### src/sv/ausc_pkg.sv
// Shared types, constants and status codes of the axis unit scaler.
package ausc_pkg;

    localparam int NUM_AXES  = 3;
    localparam int REG_AXES  = 3;
    localparam int RATIO_W   = 31;
    localparam int VALUE_W   = 32;
    localparam int PROD_W    = VALUE_W + RATIO_W;
    localparam int NUM_REGS  = 2 * REG_AXES;
    localparam int CFG_IDX_W = 3;

    localparam logic [RATIO_W-1:0] PULSES_RESET = RATIO_W'(3200);
    localparam logic [RATIO_W-1:0] TRAVEL_RESET = RATIO_W'(5000);

    // Request kinds
    localparam logic REQ_UM_TO_STEPS = 1'b0;
    localparam logic REQ_STEPS_TO_UM = 1'b1;

    // Result status codes
    localparam logic [1:0] ST_OK   = 2'd0;
    localparam logic [1:0] ST_AXIS = 2'd1;
    localparam logic [1:0] ST_ZDIV = 2'd2;
    localparam logic [1:0] ST_SAT  = 2'd3;

    localparam logic [VALUE_W-1:0] POS_LIMIT = 32'h7FFF_FFFF;
    localparam logic [VALUE_W-1:0] NEG_LIMIT = 32'h8000_0000;

    // Item travelling down the divider stages
    typedef struct packed {
        logic               valid;
        logic [1:0]         code;   // error status decided up front
        logic               neg;
        logic               ovf;    // quotient does not fit in 32 bits
        logic [RATIO_W-1:0] div;
        logic [RATIO_W-1:0] rem;    // partial remainder
        logic [VALUE_W-1:0] low;    // dividend bits, quotient shifts in
    } t_div_item;

endpackage

### src/sv/ausc_div_stage.sv
// One restoring division step: produces one quotient bit per stage.
module ausc_div_stage
    import ausc_pkg::*;
(
    input  logic      i_clk,
    input  logic      i_rst_n,
    input  logic      i_ce,
    input  t_div_item i_item,
    output t_div_item o_item
);

    t_div_item            r_item;
    t_div_item            n_item;
    logic [RATIO_W:0]     n_trial;
    logic                 n_qbit;

    // Shift next dividend bit into remainder, subtract when it fits
    always_comb begin
        n_trial = {i_item.rem, i_item.low[VALUE_W-1]};
        n_qbit  = (n_trial >= {1'b0, i_item.div});
        n_item  = i_item;
        n_item.low = {i_item.low[VALUE_W-2:0], n_qbit};
        if (n_qbit) begin
            n_item.rem = RATIO_W'(n_trial - {1'b0, i_item.div});
        end else begin
            n_item.rem = n_trial[RATIO_W-1:0];
        end
    end

    always_ff @(posedge i_clk) begin
        if (!i_rst_n) begin
            r_item.valid <= 1'b0;
        end else if (i_ce) begin
            r_item.valid <= n_item.valid;
        end
        if (i_ce) begin
            r_item.code <= n_item.code;
            r_item.neg  <= n_item.neg;
            r_item.ovf  <= n_item.ovf;
            r_item.div  <= n_item.div;
            r_item.rem  <= n_item.rem;
            r_item.low  <= n_item.low;
        end
    end

    assign o_item = r_item;

endmodule

### config.mk
export PLATFORM = sky130hd
export DESIGN_NAME = ausc_div_stage
export DESIGN_NICKNAME = d
export VERILOG_FILES = /design/src/sv/ausc_pkg.sv /design/src/sv/ausc_div_stage.sv
export SDC_FILE = /design/constraint.sdc
export NUM_CORES = 1
export LEC_CHECK = 0
export ABC_AREA = 1
export BUFFER_PORTS_ARGS = -buffer_cell sky130_fd_sc_hd__clkbuf_2
export CAP_MARGIN = 20
export CORE_MARGIN = 2
export CORE_UTILIZATION = 50
export CTS_CLUSTER_DIAMETER = 120
export DETAILED_ROUTE_END_ITERATION = 10
export GPL_ROUTABILITY_DRIVEN = 0
export PLACE_DENSITY = 0.79
export SETUP_SLACK_MARGIN = 0.3
export SYNTH_ARGS = -nofsm -noshare
export SYNTH_HDL_FRONTEND = slang
export SYNTH_SLANG_ARGS = --single-unit
### constraint.sdc
create_clock -name i_clk -period 3.85 [get_ports i_clk]
set_input_delay 0.1925 -clock i_clk [delete_from_list [all_inputs] [get_ports i_clk]]
set_output_delay 0.1925 -clock i_clk [all_outputs]
set_load 0.1 [all_outputs]
==> results.yml <==
run_status:
  outcome: "finished clean"
timing:
  finalSetupTns_ns: 0
  skew_ns: 0
  slew_headroom_pct: 40.4
  tightest_slew_ns: 0.893
  finalSetupViolations: 0
  finalHoldViolCount: 0
  drv_slew: 0
  fin_crit_ns: 2.15
  worst_slack_ns: 1.70
  post-route-period-util_pct: 56.0
  fin_hold_ws_ns: 0.00923
  fmax_ghz: 0.464
  rsz0062_at_grt: "no"
run:
  maxCapViolCount: 0
worst_setup_path:
  cp.arrival_ns: 2.25
  cp-start-kind: "input pin"
  cp-end-kind: "flop"
  cp_common_cell: "nand2_1"
  worst-setup-path-type: "in2reg"
  cp_max_fo: 34
  crit_chain: "clkbuf_2 > inv_1 > ha_1 > nand2_1 > inv_1 > nand2_1 > nand2_1 > a21oi_2 > nor2_2 > nor2_4 > buf_4 > nand2_4 > nand3_1 > nand2_1"
  cp_top_family: "simple AND/OR/NAND/NOR gates"
  crit_path_max_incr_delay_ns: 0.38
  critPathSlowestCell: "buf_4"
  critPathBufInv: 4
  cp.required_ns: 3.95
cts:
  clk_path_buf_depth: 2
  cts_max_level: 3
  cts-buffers-inserted: 9
  clock_latency_ns: 0.35
  root_buffer: "clkbuf_16"
  cts_resized: 0
  cts_hold_buffers: 0
  cts_tree: "yes"
  postCtsSetupBuffers: 0
  clk_pin_slew_ns: 0.07
  cts_sinks: 99
die:
  die_w_um: 114
  design.core.area_um2: 11900
  io_pins: 201
  start_util_pct: 50.9
  rows: 40
  dieArea_um2: 13000
  die_h_um: 114
yosys:
  synthMuxAreaShare_pct: 0
  synth_top_area_share_pct: 48.6
  ys_types: 34
  synth-xor-area-share_pct: 2.02
  yosysSeqAreaShare_pct: 48.9
  syn-cell-area_um2: 6060
  ys_dominant_reg_cell: "edfxtp_1"
  synth_seq_cells: 99
  synth_top_family_by_area: "simple AND/OR/NAND/NOR gates"
  async_reset_ff_share_pct: 0
  synth_top_cell_by_area: "edfxtp_1"
  netlist_instances: 727
  synthTopCellsByArea: "edfxtp_1 49%, nand2_1 16%, inv_1 9.1%, ha_1 6.4%, nand3_1 5.4%"
  yosys_warnings: 0
  postSynthAreaPerCell_um2: 8.33
  synth-simple-area-share_pct: 29.3
  yosysMostFrequentCell: "nand2_1"
  synth_nets: 861
  synth_fa_ha_area_share_pct: 6.73
  synth_edf_count: 98
  synth_compound_area_share_pct: 2.38
  yosys-top-cells-count: "253 x nand2_1, 147 x inv_1, 98 x edfxtp_1, 65 x nand3_1, 36 x nor2_1"
finish:
  layout-drive-gt1-share_pct: 27.0
  diodes: 0
  final_nets: 1067
  largest_reg_flops: 99
  area_delta_synth_final_pct: 23.4
power_and_ir_drop:
  p_seq_share_pct: 36.9
  power.share.clock_pct: 24.0
  p_sw_w: 0.00161
  p_leak_nw: 4.05
  vdd_drop_max_uv: 228
  sw_frac_of_total_pct: 44.3
  p_int_w: 0.00203
  p_comb_share_pct: 39.1
  power_density_nw_per_um2: 487
global_route:
  grt_max_degree: 72
  grt_pass1_wl_um: 23600
  first_global_vias: 5127
  grt_remaining_overflow: 0
  grt_antenna_before_repair: 0
  grt_usage_pct: 23.2
worst_hold_path:
  hold_class: "in2reg"
route:
  drc_errors: 0
  detail_route.wl_per_cell_um: 13.5
  vias: 5265
  drt-total-wl_um: 14700
  drtPass1Iterations: 6
  antenna_left: 0
  vias_per_cell: 4.85
  drt_iter0_drc: 371
placed_design:
  io_buffers: 200
  hpwl_um: 11500
  post-place-ws_ns: 1.33
==> final cells by class <==
class | instances | area (um2)
Multi-Input combinational cell | 470 | 2450
Timing Repair Buffer | 204 | 1040
Sequential cell | 99 | 2960
Fill cell | 1113 | 4440
Clock inverter | 6 | 57.6
Tap cell | 147 | 184
Clock buffer | 10 | 229
Inverter | 149 | 559
==> power groups by stage <==
stage | combinational, W | sequential (W) | clock (W)
after detailed placement | 0.00142 | 0.00137 | 0
after global placement | 0.00141 | 0.00137 | 0
after global routing | 0.00151 | 0.00136 | 0.000936
after CTS | 0.00142 | 0.00135 | 0.000891
after floorplan | 0.000369 | 0.00216 | 0
final | 0.00142 | 0.00135 | 0.000874
==> metal layers <==
metal / global-route usage (%) / up-vias / wire, um
li1: - / 2716 / -
met1: 28.4 / 2330 / 6180
met2: 40.2 / 196 / 7140
met3: 4.55 / 23 / 1060
met4: 9.27 / 0 / 285
met5: 0 / - / 0
==> logic make-up (layout without fill, tap and decap cells) <==
logic type                 after synthesis  after routing
and+or+nand+nor                        398            398
buffers and inverters                  158            369
DFF                                     99             99
adders and majority gates               32             32
AOI/OAI and AO/OA                       26             26
xor gates and xnor gates                14             14
==> worst paths after layout <==
kind                                    to  cells past startpoint  slack, ns  startpoint
worst max register to register  o_item[98]                      2       3.18  o_item[98]
worst min-delay path            o_item[97]                      1      0.009  i_item[97]
worst max-delay path            o_item[50]                     14       1.70  i_item[81]
worst min register to register  o_item[98]                      2       0.56  o_item[98]
==> through the flow <==
stage,instance area [um2],instances,utilization (%),total power (W)
detailed placement,7180,1068,60.3,0.00279
floorplan,6060,727,-,0.00253
global route,7470,1085,62.8,0.00381
finish,7470,1085,62.8,0.00364
global placement,7180,1068,60.3,0.00277
CTS,7460,1084,62.7,0.00366
==> cells in the final DEF (no fill, tap or decap), types with 3 or more instances in the layout <==
master,instances
a21oi_1,17
buf_4,4
clkbuf_16,9
clkbuf_2,199
clkinv_4,4
edfxtp_1,98
ha_1,31
inv_1,147
nand2_1,253
nand2_2,8
nand3_1,65
nand3_2,13
nand4_1,7
nor2_1,36
nor2_4,4
o21ai_0,3
o21bai_1,3
xor2_1,13
Note: power is estimated with default switching activity, not from simulation.
