$ cat src/sv/ausc_pkg.sv
// Shared types, constants and status codes of the axis unit scaler.
package ausc_pkg;

    localparam int NUM_AXES  = 3;
    localparam int REG_AXES  = 3;
    localparam int RATIO_W   = 31;
    localparam int VALUE_W   = 32;
    localparam int PROD_W    = VALUE_W + RATIO_W;
    localparam int NUM_REGS  = 2 * REG_AXES;
    localparam int CFG_IDX_W = 3;

    localparam logic [RATIO_W-1:0] PULSES_RESET = RATIO_W'(3200);
    localparam logic [RATIO_W-1:0] TRAVEL_RESET = RATIO_W'(5000);

    // Request kinds
    localparam logic REQ_UM_TO_STEPS = 1'b0;
    localparam logic REQ_STEPS_TO_UM = 1'b1;

    // Result status codes
    localparam logic [1:0] ST_OK   = 2'd0;
    localparam logic [1:0] ST_AXIS = 2'd1;
    localparam logic [1:0] ST_ZDIV = 2'd2;
    localparam logic [1:0] ST_SAT  = 2'd3;

    localparam logic [VALUE_W-1:0] POS_LIMIT = 32'h7FFF_FFFF;
    localparam logic [VALUE_W-1:0] NEG_LIMIT = 32'h8000_0000;

    // Item travelling down the divider stages
    typedef struct packed {
        logic               valid;
        logic [1:0]         code;   // error status decided up front
        logic               neg;
        logic               ovf;    // quotient does not fit in 32 bits
        logic [RATIO_W-1:0] div;
        logic [RATIO_W-1:0] rem;    // partial remainder
        logic [VALUE_W-1:0] low;    // dividend bits, quotient shifts in
    } t_div_item;

endpackage

$ cat src/sv/ausc_front.sv
// Front end: ratio selection, magnitude, 63-bit product and rounding bias.
module ausc_front
    import ausc_pkg::*;
(
    input  logic                         i_clk,
    input  logic                         i_rst_n,
    input  logic                         i_ce,
    input  logic                         i_valid,
    input  logic                         i_req_type,
    input  logic [1:0]                   i_axis_sel,
    input  logic [VALUE_W-1:0]           i_in_value,
    input  logic [REG_AXES*RATIO_W-1:0]  i_pulses,
    input  logic [REG_AXES*RATIO_W-1:0]  i_travel,
    output t_div_item                    o_item
);

    logic               r_valid0;
    logic [1:0]         r_code0;
    logic               r_neg0;
    logic [VALUE_W-1:0] r_mag0;
    logic [RATIO_W-1:0] r_mul0;
    logic [RATIO_W-1:0] r_div0;
    t_div_item          r_item;

    logic [RATIO_W-1:0] n_mul0;
    logic [RATIO_W-1:0] n_div0;
    logic [1:0]         n_code0;
    logic [PROD_W-1:0]  n_num;
    t_div_item          n_item;

    // Stage 0: pick ratio pair for axis and direction, check errors
    always_comb begin
        n_mul0  = '0;
        n_div0  = '0;
        n_code0 = ST_OK;
        if (32'(i_axis_sel) >= 32'(NUM_AXES) || 32'(i_axis_sel) >= 32'(REG_AXES)) begin
            n_code0 = ST_AXIS;
        end else begin
            if (i_req_type == REQ_UM_TO_STEPS) begin
                n_mul0 = i_pulses[i_axis_sel*RATIO_W +: RATIO_W];
                n_div0 = i_travel[i_axis_sel*RATIO_W +: RATIO_W];
            end else begin
                n_mul0 = i_travel[i_axis_sel*RATIO_W +: RATIO_W];
                n_div0 = i_pulses[i_axis_sel*RATIO_W +: RATIO_W];
            end
            if (n_div0 == '0) begin
                n_code0 = ST_ZDIV;
            end
        end
    end

    always_ff @(posedge i_clk) begin
        if (!i_rst_n) begin
            r_valid0 <= 1'b0;
        end else if (i_ce) begin
            r_valid0 <= i_valid;
        end
        if (i_ce) begin
            r_code0 <= n_code0;
            r_neg0  <= i_in_value[VALUE_W-1];
            r_mag0  <= i_in_value[VALUE_W-1] ? (~i_in_value + 1'b1) : i_in_value;
            r_mul0  <= n_mul0;
            r_div0  <= n_div0;
        end
    end

    // Stage 1: product plus half divisor, overflow when top part >= divisor
    always_comb begin
        n_num        = PROD_W'(r_mag0) * PROD_W'(r_mul0) + PROD_W'(r_div0 >> 1);
        n_item.valid = r_valid0;
        n_item.code  = r_code0;
        n_item.neg   = r_neg0;
        n_item.div   = r_div0;
        n_item.ovf   = (n_num[PROD_W-1:VALUE_W] >= r_div0);
        n_item.rem   = n_num[PROD_W-1:VALUE_W];
        n_item.low   = n_num[VALUE_W-1:0];
    end

    always_ff @(posedge i_clk) begin
        if (!i_rst_n) begin
            r_item.valid <= 1'b0;
        end else if (i_ce) begin
            r_item.valid <= n_item.valid;
        end
        if (i_ce) begin
            r_item.code <= n_item.code;
            r_item.neg  <= n_item.neg;
            r_item.ovf  <= n_item.ovf;
            r_item.div  <= n_item.div;
            r_item.rem  <= n_item.rem;
            r_item.low  <= n_item.low;
        end
    end

    assign o_item = r_item;

endmodule

$ cat config.mk
export PLATFORM = sky130hd
export DESIGN_NAME = ausc_front
export DESIGN_NICKNAME = d
export VERILOG_FILES = /design/src/sv/ausc_pkg.sv /design/src/sv/ausc_front.sv
export SDC_FILE = /design/constraint.sdc
export NUM_CORES = 2
export LEC_CHECK = 0
export ABC_AREA = 1
export ABC_CLOCK_PERIOD_IN_PS = 8580
export BUFFER_PORTS_ARGS = -buffer_cell sky130_fd_sc_hd__buf_2
export CORE_MARGIN = 5
export CORE_UTILIZATION = 40
export DETAILED_ROUTE_END_ITERATION = 12
export PLACE_DENSITY_LB_ADDON = 0.25
export SLEW_MARGIN = 10
export SYNTH_ARGS = -nofsm -noshare
export SYNTH_HDL_FRONTEND = slang
export SYNTH_SLANG_ARGS = --single-unit
$ cat constraint.sdc
create_clock -name i_clk -period 8.58 [get_ports i_clk]
set_input_delay 1.287 -clock i_clk [delete_from_list [all_inputs] [get_ports i_clk]]
set_output_delay 1.287 -clock i_clk [all_outputs]
set_load 0.01 [all_outputs]
==> metrics.md <==
| Metric | Value |
|---|---|
| Critical Path Start Type | `register` |
| # diodes | `0` |
| Rel. slew slack | `29.81%` |
| Routed vias | `37080` |
| Cell Area, Placed | `0.04986 mm^2` |
| Final Slew Violations | `0` |
| Largest area contributor in the netlist | `fa_1` |
| Remaining Overflow, GRT | `0` |
| Clock slew at the register clock pins of the worst setup and hold paths | `0.09 ns` |
| Die Footprint | `0.1221 mm^2` |
| Setup CP Type | `register to register` |
| Mapped Cells | `6032` |
| First drt pass iteration count | `6` |
| Hold depth | `0` |
| Design area | `0.05109 mm^2` |
| RSZ-0062 raised after global routing | `no` |
| Reg2reg start | `r_mag0[29]` |
| Hold_sp | `r_neg0` |
| Yosys top cell area share | `38.88%` |
| WL/cell | `17.94 um` |
| Core ar. | `0.1143 mm^2` |
| Least-Margin Pin Slew | `1.053 ns` |
| Initial antenna violation count | `5` |
| Slowest library cell on the worst path | `edfxtp_1` |
| Final hold vios | `0` |
| Routed WL | `140.5 mm` |
| Synthesized net count | `7448` |
| Data required, critical path | `8.85 ns` |
| Chip width | `349.4 um` |
| Commonest non-fill, non-tap cell in the layout | `inv_1` |
| Clk_lat worst skew | `0.53 ns` |
| Detailed Place HPWL | `119.4 mm` |
| Final setup viols | `0` |
| Bufs on Longest Clock Path | `2` |
| Std cell rows | `124` |
| Max Clock Freq | `0.1228 GHz` |
| DRC violations left | `0` |
| Die Ht | `349.4 um` |
| Worst path arrival time | `8.41 ns` |
| Post-Synthesis Cell Area | `0.04608 mm^2` |
| Commonest non-fill, non-tap cells in the layout | `inv_1, nand2_1, fa_1` |
| Sequential element share of the synthesized area | `12.79%` |
| Avg Cell Area, Syn | `7.640 um^2` |
| Root Driver | `clkbuf_16` |
| GR Util All Layers | `23.39%` |
| CTS Buf Count | `17` |
| DRT antenna net count | `0` |
| Vias in the first global route | `38820` |
| Fin Setup TNS | `0 ns` |
| Layout cells sized above 1 | `8.481%` |
| Initial Util | `40.30%` |
| Endpoint, Worst Hold | `o_item[95]` |
| Fin crit share | `94.95%` |
| Max-Cap Viols | `0` |
| Register area | `0.005896 mm^2` |
| Type of the tightest min-delay check | `register to register` |
| Yosys reg bits | `197` |
| Fin crit period | `8.147 ns` |
| First-pass GRT wire length | `219.8 mm` |
| Crit path largest cell delay | `0.74 ns` |
| CTS H-tree depth | `4` |
| Outcome | `complete, no violations` |
| Reg2Reg Setup Slack | `0.43 ns` |
| Crit-path max FO | `22` |
| CTS tree | `done` |
| Reg2Reg Depth | `30` |
| Top cells by area, synth | `fa_1, inv_1, nand2_1` |
| Initial DRC Count | `2786` |
| Port Buf Inserts | `323` |
| Fillers | `11520` |
| Nets | `7723` |
| P&R area growth vs syn | `10.86%` |
| Yosys cell types | `37` |
| Largest net degree at the start of global routing | `79` |
| I/O pin cnt | `324` |
| Cell mode on critical path | `fa_1` |
| Yosys warning total | `0` |
| Vias/cell | `4.734` |
| Post-CTS Hold Buffers | `0` |
| Multi-input gate area in the final layout | `0.03213 mm^2` |
| Reg-to-Reg End | `o_item[94]` |
| Sink Count | `197` |
| CP Capture Type | `register` |
| Worst clock skew | `0.02804 ns` |
| GP Congestion | `0.9479` |
[Yosys cell counts (all sizes together)]
| library cell | count |
|---|---|
| a21o | 1 |
| a21oi | 65 |
| a31oi | 32 |
| and2 | 3 |
| and3 | 1 |
| buf | 34 |
| clkbuf | 203 |
| clkinv | 1 |
| dfxtp | 2 |
| edfxtp | 195 |
| fa | 895 |
| ha | 296 |
| inv | 1893 |
| nand2 | 1813 |
| nand3 | 161 |
| nand3b | 4 |
| nand4 | 32 |
| nor2 | 201 |
| nor3 | 16 |
| nor3b | 1 |
| nor4 | 3 |
| nor4b | 1 |
| o211ai | 28 |
| o21ai | 71 |
| o21bai | 10 |
| o31ai | 2 |
| or2 | 9 |
| xnor2 | 7 |
| xor2 | 52 |
[logic make-up (layout without fill, tap and decap cells)]
| family | Yosys count | count (layout) | synth area share (%) |
|---|---|---|---|
| AOI/OAI and AO/OA | 209 | 209 | 2.579 |
| xor gates and xnor gates | 59 | 59 | 1.121 |
| adders and majority gates | 1191 | 1191 | 46.92 |
| buffers and inverters | 2131 | 2419 | 17.49 |
| DFF | 197 | 197 | 12.79 |
| and+or+nand+nor | 2245 | 2245 | 19.10 |
[worst max-delay path by stage]
stage | startpoint | to | slack (ns) | cells past startpoint
after floorplan | r_mul0[7] | o_item[94] | 1.43 | 30
after global placement | r_mag0[10] | o_item[94] | 0.28 | 31
after detailed placement | r_mul0[18] | o_item[94] | 0.30 | 29
after CTS | r_mul0[18] | o_item[94] | 0.25 | 29
after global routing | r_mul0[1] | o_item[94] | 0.07 | 31
final | r_mag0[29] | o_item[94] | 0.43 | 30
[layer usage]
metal / global-route usage [%] / wire (um) / vias up
met3: 3.857 / 8994 / 168
met1: 30.22 / 58020 / 18190
li1: - / - / 17600
met2: 40.49 / 69210 / 1117
met4: 7.146 / 4274 / 0
met5: 0 / 0 / -
[flip-flops by register name, summed over array words and instances, names as in the netlist]
| register | cells |
|---|---|
| o_item | 99 |
| r_code0 | 2 |
| r_div0 | 31 |
| r_mag0 | 32 |
| r_mul0 | 31 |
| r_neg0 | 1 |
| r_valid0 | 1 |
[worst max-delay path: cells and delay by family, from the launching register on]
family                   cells  cell delay (ns)
AO/OA/AOI/OAI                3             0.49
adder cells (fa/ha/maj)     10             4.61
buffers and inverters        7             0.61
flip-flops                   1             0.74
AND/OR/NAND/NOR             10             1.42
[per-stage QoR]
stage	worst slack (ns)	hold WS [ns]	utilization (%)	cells
after global routing	0.07361	0.4295	44.68	7832
after global placement	0.2793	0.4039	43.60	7749
after floorplan	1.432	0.4003	-	6032
final	0.4335	0.4246	44.68	7832
after detailed placement	0.2978	0.4056	43.60	7749
after CTS	0.2482	0.4202	44.15	7781
[layout make-up]
cell class,count,share of cell area [%]
clock buffer,18,0.8596
sequential,197,11.54
clock inverter,14,0.3674
tap,1512,3.703
inverter,1894,13.92
multi-input combinational,3704,62.89
timing repair buffer,493,6.723
[timing repair]
item | 4_1_cts | 5_1_grt
endpoints found under the setup margin | 0 | 1
resized for setup | 0 | 2
setup buffers | 0 | 51
Power is not shown: default switching activity piles up to over one toggle a cycle in this logic, so the estimate is an artifact.
